--- src/hw/rtl/ghsl_pkg.sv ---
// ----------------------------------------------------------------------------
// ghsl_pkg
// Shared types and constants of the GNU hash symbol lookup core.
// ----------------------------------------------------------------------------
package ghsl_pkg;

  localparam int BLOOM_WORDS_DEF  = 64;
  localparam int BUCKETS_DEF      = 1024;
  localparam int SYMBOLS_DEF      = 4096;
  localparam int STRTAB_BYTES_DEF = 65536;
  localparam int MAX_NAME_DEF     = 64;
  localparam int QUEUE_DEPTH      = 4;

  localparam logic [31:0] HASH_SEED = 32'd5381;

  localparam logic [2:0] OP_BLOOM  = 3'd0;
  localparam logic [2:0] OP_BUCKET = 3'd1;
  localparam logic [2:0] OP_CHAIN  = 3'd2;
  localparam logic [2:0] OP_SYMBOL = 3'd3;
  localparam logic [2:0] OP_STRING = 3'd4;
  localparam logic [2:0] OP_KEY    = 3'd5;

  localparam logic [1:0] CFG_BUCKET_COUNT = 2'd0;
  localparam logic [1:0] CFG_FIRST_HASHED = 2'd1;
  localparam logic [1:0] CFG_BLOOM_WORDS  = 2'd2;
  localparam logic [1:0] CFG_BLOOM_SHIFT  = 2'd3;

  typedef struct packed {
    logic [10:0] bucket_count;
    logic [11:0] first_hashed;
    logic [6:0]  bloom_word_count;
    logic [4:0]  bloom_shift;
  } cfg_t;

  // One classified item on its way to the back end
  typedef struct packed {
    logic [2:0]  op;
    logic [15:0] index;      // store address, or name position for key bytes
    logic [63:0] data;
    logic [15:0] str_offset;
    logic        key_we;     // key byte fits in the name buffer
    logic        last;       // key byte ends the name: run the lookup
    logic        overflow;
    logic [8:0]  key_len;    // name length including this byte
    logic [31:0] hash;       // hash including this byte
  } cmd_t;

  typedef enum logic [3:0] {
    S_IDLE,
    S_START,
    S_BLOOM,
    S_MOD,
    S_BUCKET,
    S_CHAIN_RD,
    S_CHAIN_CHK,
    S_CMP_RD,
    S_CMP_CHK,
    S_DONE
  } state_t;

endpackage

--- src/hw/rtl/ghsl_queue.sv ---
// ----------------------------------------------------------------------------
// ghsl_queue
// Short command queue between the front and back ends.
// ----------------------------------------------------------------------------
module ghsl_queue #(
  parameter int DEPTH = ghsl_pkg::QUEUE_DEPTH
) (
  input  logic           clk,
  input  logic           rst,
  input  logic           push,
  input  ghsl_pkg::cmd_t push_cmd,
  output logic           full,
  input  logic           pop,
  output logic           valid,
  output ghsl_pkg::cmd_t head
);
  import ghsl_pkg::*;

  localparam int AW = (DEPTH > 1) ? $clog2(DEPTH) : 1;

  cmd_t          entries [DEPTH];
  logic [AW-1:0] wr_ptr;
  logic [AW-1:0] rd_ptr;
  logic [AW:0]   count;

  assign full  = (32'(count) == DEPTH);
  assign valid = (count != '0);
  assign head  = entries[rd_ptr];

  always_ff @(posedge clk) begin
    if (push) begin
      entries[wr_ptr] <= push_cmd;
    end
  end

  always_ff @(posedge clk) begin
    if (rst) begin
      wr_ptr <= '0;
      rd_ptr <= '0;
      count  <= '0;
    end else begin
      if (push) begin
        wr_ptr <= (32'(wr_ptr) == DEPTH - 1) ? '0 : wr_ptr + 1'b1;
      end
      if (pop) begin
        rd_ptr <= (32'(rd_ptr) == DEPTH - 1) ? '0 : rd_ptr + 1'b1;
      end
      count <= count + (AW+1)'(push) - (AW+1)'(pop);
    end
  end

endmodule

--- config.mk ---
export PLATFORM = sky130hd
export DESIGN_NAME = ghsl_queue
export DESIGN_NICKNAME = d
export VERILOG_FILES = /design/src/hw/rtl/ghsl_pkg.sv /design/src/hw/rtl/ghsl_queue.sv
export SDC_FILE = /design/constraint.sdc
export NUM_CORES = 1
export LEC_CHECK = 0
export ABC_AREA = 0
export BUFFER_PORTS_ARGS = -buffer_cell sky130_fd_sc_hd__buf_2
export CELL_PAD_IN_SITES_DETAIL_PLACEMENT = 1
export CELL_PAD_IN_SITES_GLOBAL_PLACEMENT = 2
export CORE_ASPECT_RATIO = 1.75
export CORE_MARGIN = 8
export CORE_UTILIZATION = 35
export DETAILED_ROUTE_END_ITERATION = 10
export GPL_TIMING_DRIVEN = 0
export PLACE_DENSITY_LB_ADDON = 0.1
export SYNTH_ARGS = -nofsm -noshare
export SYNTH_HDL_FRONTEND = slang
export SYNTH_SLANG_ARGS = --single-unit
--- constraint.sdc ---
create_clock -name clk -period 4.85 [get_ports clk]
set_input_delay 0 -clock clk [delete_from_list [all_inputs] [get_ports clk]]
set_output_delay 0 -clock clk [all_outputs]
set_load 0.01 [all_outputs]
==> flow_metrics.env <==
export IMPL_status="finished, final reports clean"
export IMPL_post_route_util_pct=45.1
export IMPL_drive_gt1_share_pct=40.6
export IMPL_drcViolationCount=0
export IMPL_routed_wl_um=49600
export IMPL_cts_tree="done"
export IMPL_crit_chain="buf_2 > buf_2 > buf_2 > mux4_2 > buf_2"
export IMPL_finalSetupViolCount=0
export IMPL_syn2layout_area_growth_pct=28.1
export IMPL_die_area_um2=68600
export IMPL_htree_levels=2
export IMPL_core_area_um2=59900
export IMPL_async_flop_share_pct=0
export IMPL_p_int_mw=8.59
export IMPL_period_share_pct=50.8
export IMPL_pwr_density_cell_nw_per_um2=407
export IMPL_place_area_um2=23800
export IMPL_cpPeakStageDelay_ns=0.38
export IMPL_insertion_delay_ns=0.60
export IMPL_worst_path_most_repeated_cell="buf_2"
export IMPL_yosysWarnings=0
export IMPL_maxCapViolCount=0
export IMPL_root_buffer="clkbuf_16"
export IMPL_rows=119
export IMPL_path_buf_inv=4
export IMPL_place_gp_congestion=0.677
export IMPL_io_buffers=291
export IMPL_slew_headroom_pct=41.8
export IMPL_die_x_um=201
export IMPL_hold_viol=0
export IMPL_start_util_pct=35.2
export IMPL_drt_iter0_drc=374
export IMPL_ios=292
export IMPL_vias=10100
export IMPL_rsz0062_at_grt="no"
export IMPL_gr_usage_all_layers_pct=14.3
export IMPL_ys_seq_area_share_pct=82.4
export IMPL_synth_avg_cell_area_um2=26.7
export IMPL_ir_worst_vdd_v=0.000275
export IMPL_power_frac_seq_pct=52.6
export IMPL_slew_violations=0
export IMPL_synth_main_ff_cell="edfxtp_1"
export IMPL_path_class="flip-flop to output pin"
export IMPL_worstSetupEndpointType="output pin"
export IMPL_post_route_min_period_ns=2.46
export IMPL_max_freq_ghz=0.406
export IMPL_syn_nets=945
export IMPL_clkPwrFrac_pct=37.5
export IMPL_cpLargestDelayFamily="buffers and inverters"
export IMPL_clock_skew_ns=0.0249
export IMPL_fin_tns_setup_ns=0
export IMPL_ys_types=19
export IMPL_clk_pin_slew_worst_paths_ns=0.06
export IMPL_postCtsSetupBuffers=0
export IMPL_multiInputGateArea_um2=3480
export IMPL_yosys_area_top_type_share_pct=81.6
export IMPL_overflow=0
export IMPL_cts_resized=0
export IMPL_combinationalPowerShare_pct=9.9
export IMPL_antenna_found_initial=2
export IMPL_wl_per_cell_um=23.4
export IMPL_power_mw=11.0
export IMPL_drt_antenna_violating_nets=0
export IMPL_grt_pass1_wl_um=74700
export IMPL_leakagePower_nw=9.11
export IMPL_syn_area_um2=21100
export IMPL_grt_pass1_vias=11900
export IMPL_cts_sinks=581
export IMPL_dp_final_hpwl_um=31700
export IMPL_arrival_ns=2.46
export IMPL_grt_max_degree=52
export IMPL_switchingPower_mw=2.39
export IMPL_crit_required_ns=4.85
export IMPL_synth_cells=790
export IMPL_switching_share_pct=21.8
export IMPL_synth_largest_area_cell="edfxtp_1"
export IMPL_fin_nets=1450
export IMPL_hold_slack_ns=0.152
export IMPL_dr_pass1_iters=4
export IMPL_regArea_um2=17400
export IMPL_crit_slowest_cell="buf_2"
export IMPL_max_clock_path_buffers=3
export IMPL_min_path_type="input port to flip-flop"
export IMPL_fillers=5608
export IMPL_synth_seq_cells=581
export IMPL_path_max_fanout=10
export IMPL_post_route_cell_area_um2=27000
export IMPL_die_height_um=341
export IMPL_numCtsBuffers=54
export IMPL_via_per_inst=4.77
export IMPL_synth_area_leaders="edfxtp_1, mux4_2, dfxtp_1"
export IMPL_worst_pin_slew_ns=0.874
export IMPL_cp_start_kind="flip-flop"
export IMPL_synth_edf_count=572
[worst reg2reg max path: stages, from the launching register on]
cell and delay (ns):
dfxtp_1 0.35, inv_1 0.10, ha_1 0.14, and2_4 0.71, buf_16 0.37
[timing repair]
action,CTS,global route
hold buffers,147,0
setup endpoints to repair,0,0
endpoints found under the hold margin,595,0
[stage by stage]
step | worst slack (ns) | cells
detailed placement | 2.73 | 1878
finish | 2.39 | 2123
global route | 2.22 | 2122
global placement | -2.89 | 1867
floorplan | 0.519 | 790
CTS | 2.20 | 2122
[registers in the layout, indices dropped and copies added, names as in the netlist, named ones only]
name     cells
rd_ptr       2
entries    572
count        3
wr_ptr       2
[metal layers]
| metal | track usage [%] | routed length, µm | vias up |
|---|---|---|---|
| li1 | - | - | 4430 |
| met1 | 16.6 | 19500 | 5342 |
| met2 | 25.5 | 25600 | 282 |
| met3 | 3.94 | 3250 | 71 |
| met4 | 4.61 | 1300 | 2 |
| met5 | 0 | 13 | - |
[cell usage after synthesis, types with 3 or more instances]
library cell,n
edfxtp_1,572
nor2_1,3
inv_1,6
buf_2,16
buf_6,9
dfxtp_1,9
mux4_2,143
ha_1,7
clkbuf_1,7
and2_1,4
[path summary, 6_finish.rpt]
check,cells after the start,endpoint,slack [ns],from
worst max-delay path,5,head[80],2.39,flip-flop
worst min-delay path,2,entries[0][40],0.15,push_cmd[40]
worst max register to register,4,entries[1][88],2.77,wr_ptr[1]
worst min register to register,2,rd_ptr[0],0.51,rd_ptr[0]
[power by group through the flow]
| stage | sequential (mW) | combinational [mW] | clock [mW] |
|---|---|---|---|
| final | 5.77 | 1.08 | 4.12 |
| after CTS | 5.78 | 1.13 | 4.28 |
| after floorplan | 5.90 | 0.530 | 0 |
| after global routing | 5.79 | 1.18 | 4.41 |
| after global placement | 5.93 | 0.981 | 0 |
| after detailed placement | 5.89 | 1.02 | 0 |
[layout make-up]
cell class | count | area share, %
buffer | 32 | 0.770
tap | 786 | 3.65
antenna | 1 | 0.00928
timing repair buffer | 449 | 12.0
clock inverter | 24 | 0.761
multi-input combinational | 171 | 12.9
sequential | 581 | 64.4
clock buffer | 73 | 5.51
inverter | 6 | 0.0835
[cells in the final DEF (no fill, tap or decap)]
cell type / instances
fa_1: 1
nor2_1: 3
bufinv_16: 4
mux4_2: 143
buf_16: 10
and3_1: 1
clkinv_2: 5
xor3_1: 1
nor2b_1: 2
inv_1: 6
or3_1: 1
diode_2: 1
clkbuf_16: 57
buf_6: 9
edfxtp_1: 572
clkinvlp_4: 1
nand2b_1: 2
buf_12: 1
buf_2: 307
or3b_2: 2
mux2i_1: 2
and2_4: 4
dfxtp_1: 9
a21oi_1: 2
clkinv_1: 14
ha_1: 7
clkbuf_1: 23
dlygate4sd3_1: 147
[cell families (layout without fill, tap and decap cells)]
family,count (synthesis),count (layout),share of synthesized area (%)
flops,581,581,82.4
mux,145,145,15.4
buf+inv,38,584,1.09
simple gates,15,15,0.434
fa+ha+maj,8,8,0.511
compound gates,2,2,0.0475
xor+xnor,1,1,0.113
other cells,0,1,0
(Power assumes the default switching activity.)
