==> config.mk <==
export PLATFORM = sky130hd
export DESIGN_NAME = ghsl_front
export DESIGN_NICKNAME = d
export VERILOG_FILES = /design/src/hw/rtl/ghsl_pkg.sv /design/src/hw/rtl/ghsl_front.sv
export SDC_FILE = /design/constraint.sdc
export NUM_CORES = 1
export LEC_CHECK = 0
export ABC_CLOCK_PERIOD_IN_PS = 3000
export BUFFER_PORTS_ARGS = -buffer_cell sky130_fd_sc_hd__buf_2
export CORE_MARGIN = 4
export CORE_UTILIZATION = 41
export DETAILED_ROUTE_END_ITERATION = 10
export HOLD_SLACK_MARGIN = 0.15
export MAX_ROUTING_LAYER = met4
export PLACE_DENSITY = 0.88
export SLEW_MARGIN = 40
export SYNTH_ARGS = -nofsm -noshare
export SYNTH_HDL_FRONTEND = slang
export SYNTH_SLANG_ARGS = --single-unit
==> constraint.sdc <==
create_clock -name clk -period 3 [get_ports clk]
set_input_delay 0.3 -clock clk [delete_from_list [all_inputs] [get_ports clk]]
set_output_delay 0.3 -clock clk [all_outputs]
set_load 0.005 [all_outputs]
==> src/hw/rtl/ghsl_pkg.sv <==
// ----------------------------------------------------------------------------
// ghsl_pkg
// Shared types and constants of the GNU hash symbol lookup core.
// ----------------------------------------------------------------------------
package ghsl_pkg;

  localparam int BLOOM_WORDS_DEF  = 64;
  localparam int BUCKETS_DEF      = 1024;
  localparam int SYMBOLS_DEF      = 4096;
  localparam int STRTAB_BYTES_DEF = 65536;
  localparam int MAX_NAME_DEF     = 64;
  localparam int QUEUE_DEPTH      = 4;

  localparam logic [31:0] HASH_SEED = 32'd5381;

  localparam logic [2:0] OP_BLOOM  = 3'd0;
  localparam logic [2:0] OP_BUCKET = 3'd1;
  localparam logic [2:0] OP_CHAIN  = 3'd2;
  localparam logic [2:0] OP_SYMBOL = 3'd3;
  localparam logic [2:0] OP_STRING = 3'd4;
  localparam logic [2:0] OP_KEY    = 3'd5;

  localparam logic [1:0] CFG_BUCKET_COUNT = 2'd0;
  localparam logic [1:0] CFG_FIRST_HASHED = 2'd1;
  localparam logic [1:0] CFG_BLOOM_WORDS  = 2'd2;
  localparam logic [1:0] CFG_BLOOM_SHIFT  = 2'd3;

  typedef struct packed {
    logic [10:0] bucket_count;
    logic [11:0] first_hashed;
    logic [6:0]  bloom_word_count;
    logic [4:0]  bloom_shift;
  } cfg_t;

  // One classified item on its way to the back end
  typedef struct packed {
    logic [2:0]  op;
    logic [15:0] index;      // store address, or name position for key bytes
    logic [63:0] data;
    logic [15:0] str_offset;
    logic        key_we;     // key byte fits in the name buffer
    logic        last;       // key byte ends the name: run the lookup
    logic        overflow;
    logic [8:0]  key_len;    // name length including this byte
    logic [31:0] hash;       // hash including this byte
  } cmd_t;

  typedef enum logic [3:0] {
    S_IDLE,
    S_START,
    S_BLOOM,
    S_MOD,
    S_BUCKET,
    S_CHAIN_RD,
    S_CHAIN_CHK,
    S_CMP_RD,
    S_CMP_CHK,
    S_DONE
  } state_t;

endpackage

==> src/hw/rtl/ghsl_front.sv <==
// ----------------------------------------------------------------------------
// ghsl_front
// Accepts items, hashes key bytes and classifies items into commands.
// ----------------------------------------------------------------------------
module ghsl_front #(
  parameter int MAX_NAME = ghsl_pkg::MAX_NAME_DEF
) (
  input  logic            clk,
  input  logic            rst,
  input  logic            in_valid,
  output logic            in_ready,
  input  logic [2:0]      op,
  input  logic [15:0]     index,
  input  logic [63:0]     data,
  input  logic [15:0]     str_offset,
  input  logic [7:0]      key_byte,
  input  logic            key_last,
  input  logic            q_full,
  output logic            q_push,
  output ghsl_pkg::cmd_t  q_cmd
);
  import ghsl_pkg::*;

  logic [31:0] hash;
  logic [8:0]  len;
  logic        ovf;
  logic        accept;
  logic        is_key;
  logic        fits;
  logic [31:0] hash_next;

  assign in_ready  = !q_full;
  assign accept    = in_valid && in_ready;
  assign is_key    = (op == OP_KEY);
  assign fits      = (32'(len) < MAX_NAME);
  assign hash_next = (hash << 5) + hash + {24'd0, key_byte};
  // drop unused op codes here
  assign q_push    = accept && (op <= OP_KEY);

  always_comb begin
    q_cmd            = '0;
    q_cmd.op         = op;
    q_cmd.index      = is_key ? 16'(len) : index;
    q_cmd.data       = is_key ? {56'd0, key_byte} : data;
    q_cmd.str_offset = str_offset;
    q_cmd.key_we     = is_key && fits;
    q_cmd.last       = is_key && key_last;
    q_cmd.overflow   = ovf || !fits;
    q_cmd.key_len    = fits ? len + 9'd1 : len;
    q_cmd.hash       = hash_next;
  end

  always_ff @(posedge clk) begin
    if (rst) begin
      hash <= HASH_SEED;
      len  <= '0;
      ovf  <= 1'b0;
    end else if (accept && is_key) begin
      if (key_last) begin
        hash <= HASH_SEED;
        len  <= '0;
        ovf  <= 1'b0;
      end else begin
        hash <= hash_next;
        if (fits) begin
          len <= len + 9'd1;
        end else begin
          ovf <= 1'b1;
        end
      end
    end
  end

endmodule

==> results.yml <==
drt:
  post-route-drc-count: 0
  drtIter0Drc: 666
  met3_length_mm: 2.425
  drtPass1Iterations: 5
  routed-via-count: 5827
  m1WireLength_mm: 7.757
  dr.max_layer_used: "met4"
  wl_per_cell_um: 21.79
  vias_per_cell: 5.970
  ant_nets: 0
  wl_mm: 21.27
  met2WireLength_mm: 9.892
cells_and_area:
  fillers: 858
  area_growth_syn_to_layout_pct: 50.65
  drive_gt1_frac: 0.4820
  final_cell_area_mm2: 0.006848
  nets: 1008
synthesis:
  yosysTopAreaCell: "dfxtp_1"
  async_flop_share: 0
  synth_area_per_cell_um2: 8.003
  netlist_instances: 568
  synth-seq-cells: 42
  synth-edff-count: 0
  synth_top_cell_area_share: 0.1850
  synth_cell_types: 59
  ys_warn_count: 0
  synthFlopType: "dfxtp_1"
  yosysSeqAreaShare: 0.1850
  syn_area_mm2: 0.004546
  syn_nets: 743
  synth_area_leaders: "dfxtp_1, ha_1, and2_1"
timing:
  slew_violations: 0
  hold_viol: 0
  slew_headroom: 0.5560
  hold_slack_ns: 0.4113
  rsz0062_at_grt: "true"
  worst_pin_slew_ns: 0.6661
  min_period_ns: 3.689
  finClkSkew_ns: 0.007805
  max_freq_ghz: 0.2711
  layout_setup_ws_ns: -0.6885
  post-route-period-util: 1.230
  final-setup-viol-count: 40
global_routing:
  grt_pass1_vias: 5454
  grt_overflow_total: 0
  grt_max_degree: 85
  grt_pass1_wl_mm: 29.12
  antenna_found_initial: 2
  grt_usage: 0.2945
critical_path:
  crit_start: "hash[5]"
  critPathKind: "register to output port"
  crit_chain: "inv_2, fa_1, inv_2, ha_4, a21o_1, a221o_1, a221o_2, a21bo_4, a41o_1, a21oi_2, xnor2_1, buf_2"
  r2r-start: "hash[5]"
  cp-start-kind: "register"
  path_max_fanout: 4
  cp_slowest_cell: "fa_1"
  arrival_ns: 3.39
  crit_path_end_kind: "output port"
  crit_top_cell: "inv_2"
  required_ns: 2.70
  slowest_delay_ns: 0.55
placement:
  port_buffers: 224
  hpwl_mm: 14.10
  placed_cell_area_mm2: 0.005926
  gp_congestion: 0.9792
floorplan:
  initial_core_util: 0.4193
  die_h_um: 113.3
  die-area_mm2: 0.01284
  num_io_pins: 257
  core_mm2: 0.01084
  dieWidth_um: 113.3
  row_count: 38
run_status:
  violations: "negative setup slack"
  status: "complete, but fails checks"
flow_run:
  cap_violations: 0
clock_network:
  cts_buffers: 5
  clock_latency_ns: 0.32
  cts_sinks: 42
  h-tree-depth: 2
  cts_tree: "done"
  clockRootBuffer: "clkbuf_8"
  ctsHoldBuffers: 0
  clkTransAtPathRegs_ns: 0.09
  clk_path_buf_depth: 2
hold_path:
  hold_path.class: "primary input to register"
  min-delay-start: "key_byte[0]"
pwr:
  irDropWorstVdd_uv: 142.0
  leakage_uw: 0.003588
  powerDensity_mw_per_mm2: 212.8
-- kinds of logic after synthesis --
group,after synthesis,synth area share
flip-flops,42,0.1850
adder cells (fa/ha/maj),63,0.1800
buffers and inverters,59,0.06441
multiplexers,19,0.04652
XOR/XNOR,31,0.05973
AO/OA/AOI/OAI,149,0.2276
AND/OR/NAND/NOR,205,0.2367
-- per-layer routing --
| metal | track usage | vias up |
|---|---|---|
| met5 | - | - |
| met4 | 0.09936 | 0 |
| met3 | 0.07380 | 128 |
| met2 | 0.4968 | 477 |
| met1 | 0.3415 | 2673 |
| li1 | - | 2549 |
-- timing repair --
item	in CTS	in global routing
cloned	0	0
pin swaps	41	30
setup buffers	29	19
gates resized for setup	61	59
endpoints found under the setup margin	32	43
-- flip-flops by register name, summed over array words and instances, names as in the netlist --
signal,cells
ovf,1
len,9
hash,32
-- power by group --
group	switching [uW]	total, uW	internal [uW]
sequential	2.75	561	559
clock	232	418	186
combinational	234	478	244
-- stage by stage --
step | cells | total power, uW | utilization | setup TNS (ns) | worst slack (ns)
2_1_floorplan | 568 | 764.1 | - | -0.1584 | -0.09777
6_report | 976 | 1457 | 0.6317 | -13.23 | -0.6885
3_3_place_gp | 928 | 965.3 | 0.5466 | -3.678 | -0.3490
5_1_grt | 976 | 1508 | 0.6317 | -15.07 | -0.6925
4_1_cts | 964 | 1422 | 0.6008 | -8.075 | -0.5982
3_5_place_dp | 928 | 970.9 | 0.5466 | -4.479 | -0.4283
-- cell usage after synthesis (3+ instances only) --
cell type / instances
nand2b_1: 6
buf_4: 19
inv_1: 15
a31oi_1: 5
a22o_1: 10
and2_1: 69
nor3_1: 9
a21boi_0: 4
xnor2_1: 15
and3_1: 5
o211ai_1: 6
nor2_1: 42
nand4_1: 5
xor2_1: 16
nor2b_1: 3
nand2_1: 36
mux2_2: 17
fa_1: 4
nand3_1: 14
or3_1: 3
a22oi_1: 12
a21oi_1: 33
dfxtp_1: 42
a21o_1: 20
clkbuf_1: 24
a211oi_1: 5
o21a_1: 5
o21ai_0: 21
ha_1: 59
o31ai_1: 3
-- final cells by class --
| type | count | area (um^2) | area share |
|---|---|---|---|
| antenna | 2 | 5.005 | 0.0007309 |
| clock buffer | 6 | 82.58 | 0.01206 |
| clock inverter | 2 | 12.51 | 0.001827 |
| inverter | 15 | 56.30 | 0.008222 |
| multi-input combinational | 467 | 3887 | 0.5677 |
| sequential | 42 | 848.3 | 0.1239 |
| tap | 140 | 175.2 | 0.02558 |
| timing repair buffer | 302 | 1780 | 0.2600 |
-- path summary, 6_finish.rpt --
kind,to,cells after the start,slack (ns)
max,q_cmd[31],12,-0.69
min,hash[0],4,0.41
max reg2reg,hash[16],19,-0.48
min reg2reg,hash[28],2,0.44
-- placed cells by master, fill, tap and decap left out, drive strengths merged, types with 9 or more instances in the layout --
cell / netlist / routed
ha: 59 / 59
nand2: 36 / 36
a22oi: 12 / 12
o21ai: 22 / 22
buf: 20 / 302
nor2: 42 / 42
nand3: 14 / 14
inv: 15 / 15
and2: 71 / 71
dfxtp: 42 / 42
a21o: 22 / 22
a21oi: 33 / 33
xnor2: 15 / 15
a22o: 10 / 10
nor3: 9 / 9
xor2: 16 / 16
mux2: 17 / 17
-- worst max-delay path, delay by kind of cell, from the launching register on --
| family | cells | cell delay [ns] |
|---|---|---|
| buffers and inverters | 3 | 0.25 |
| DFF | 1 | 0.34 |
| AOI/OAI and AO/OA | 6 | 1.55 |
| adders and majority gates | 2 | 0.76 |
| xor gates and xnor gates | 1 | 0.17 |
No activity file was read; power rests on OpenSTA's default activity.
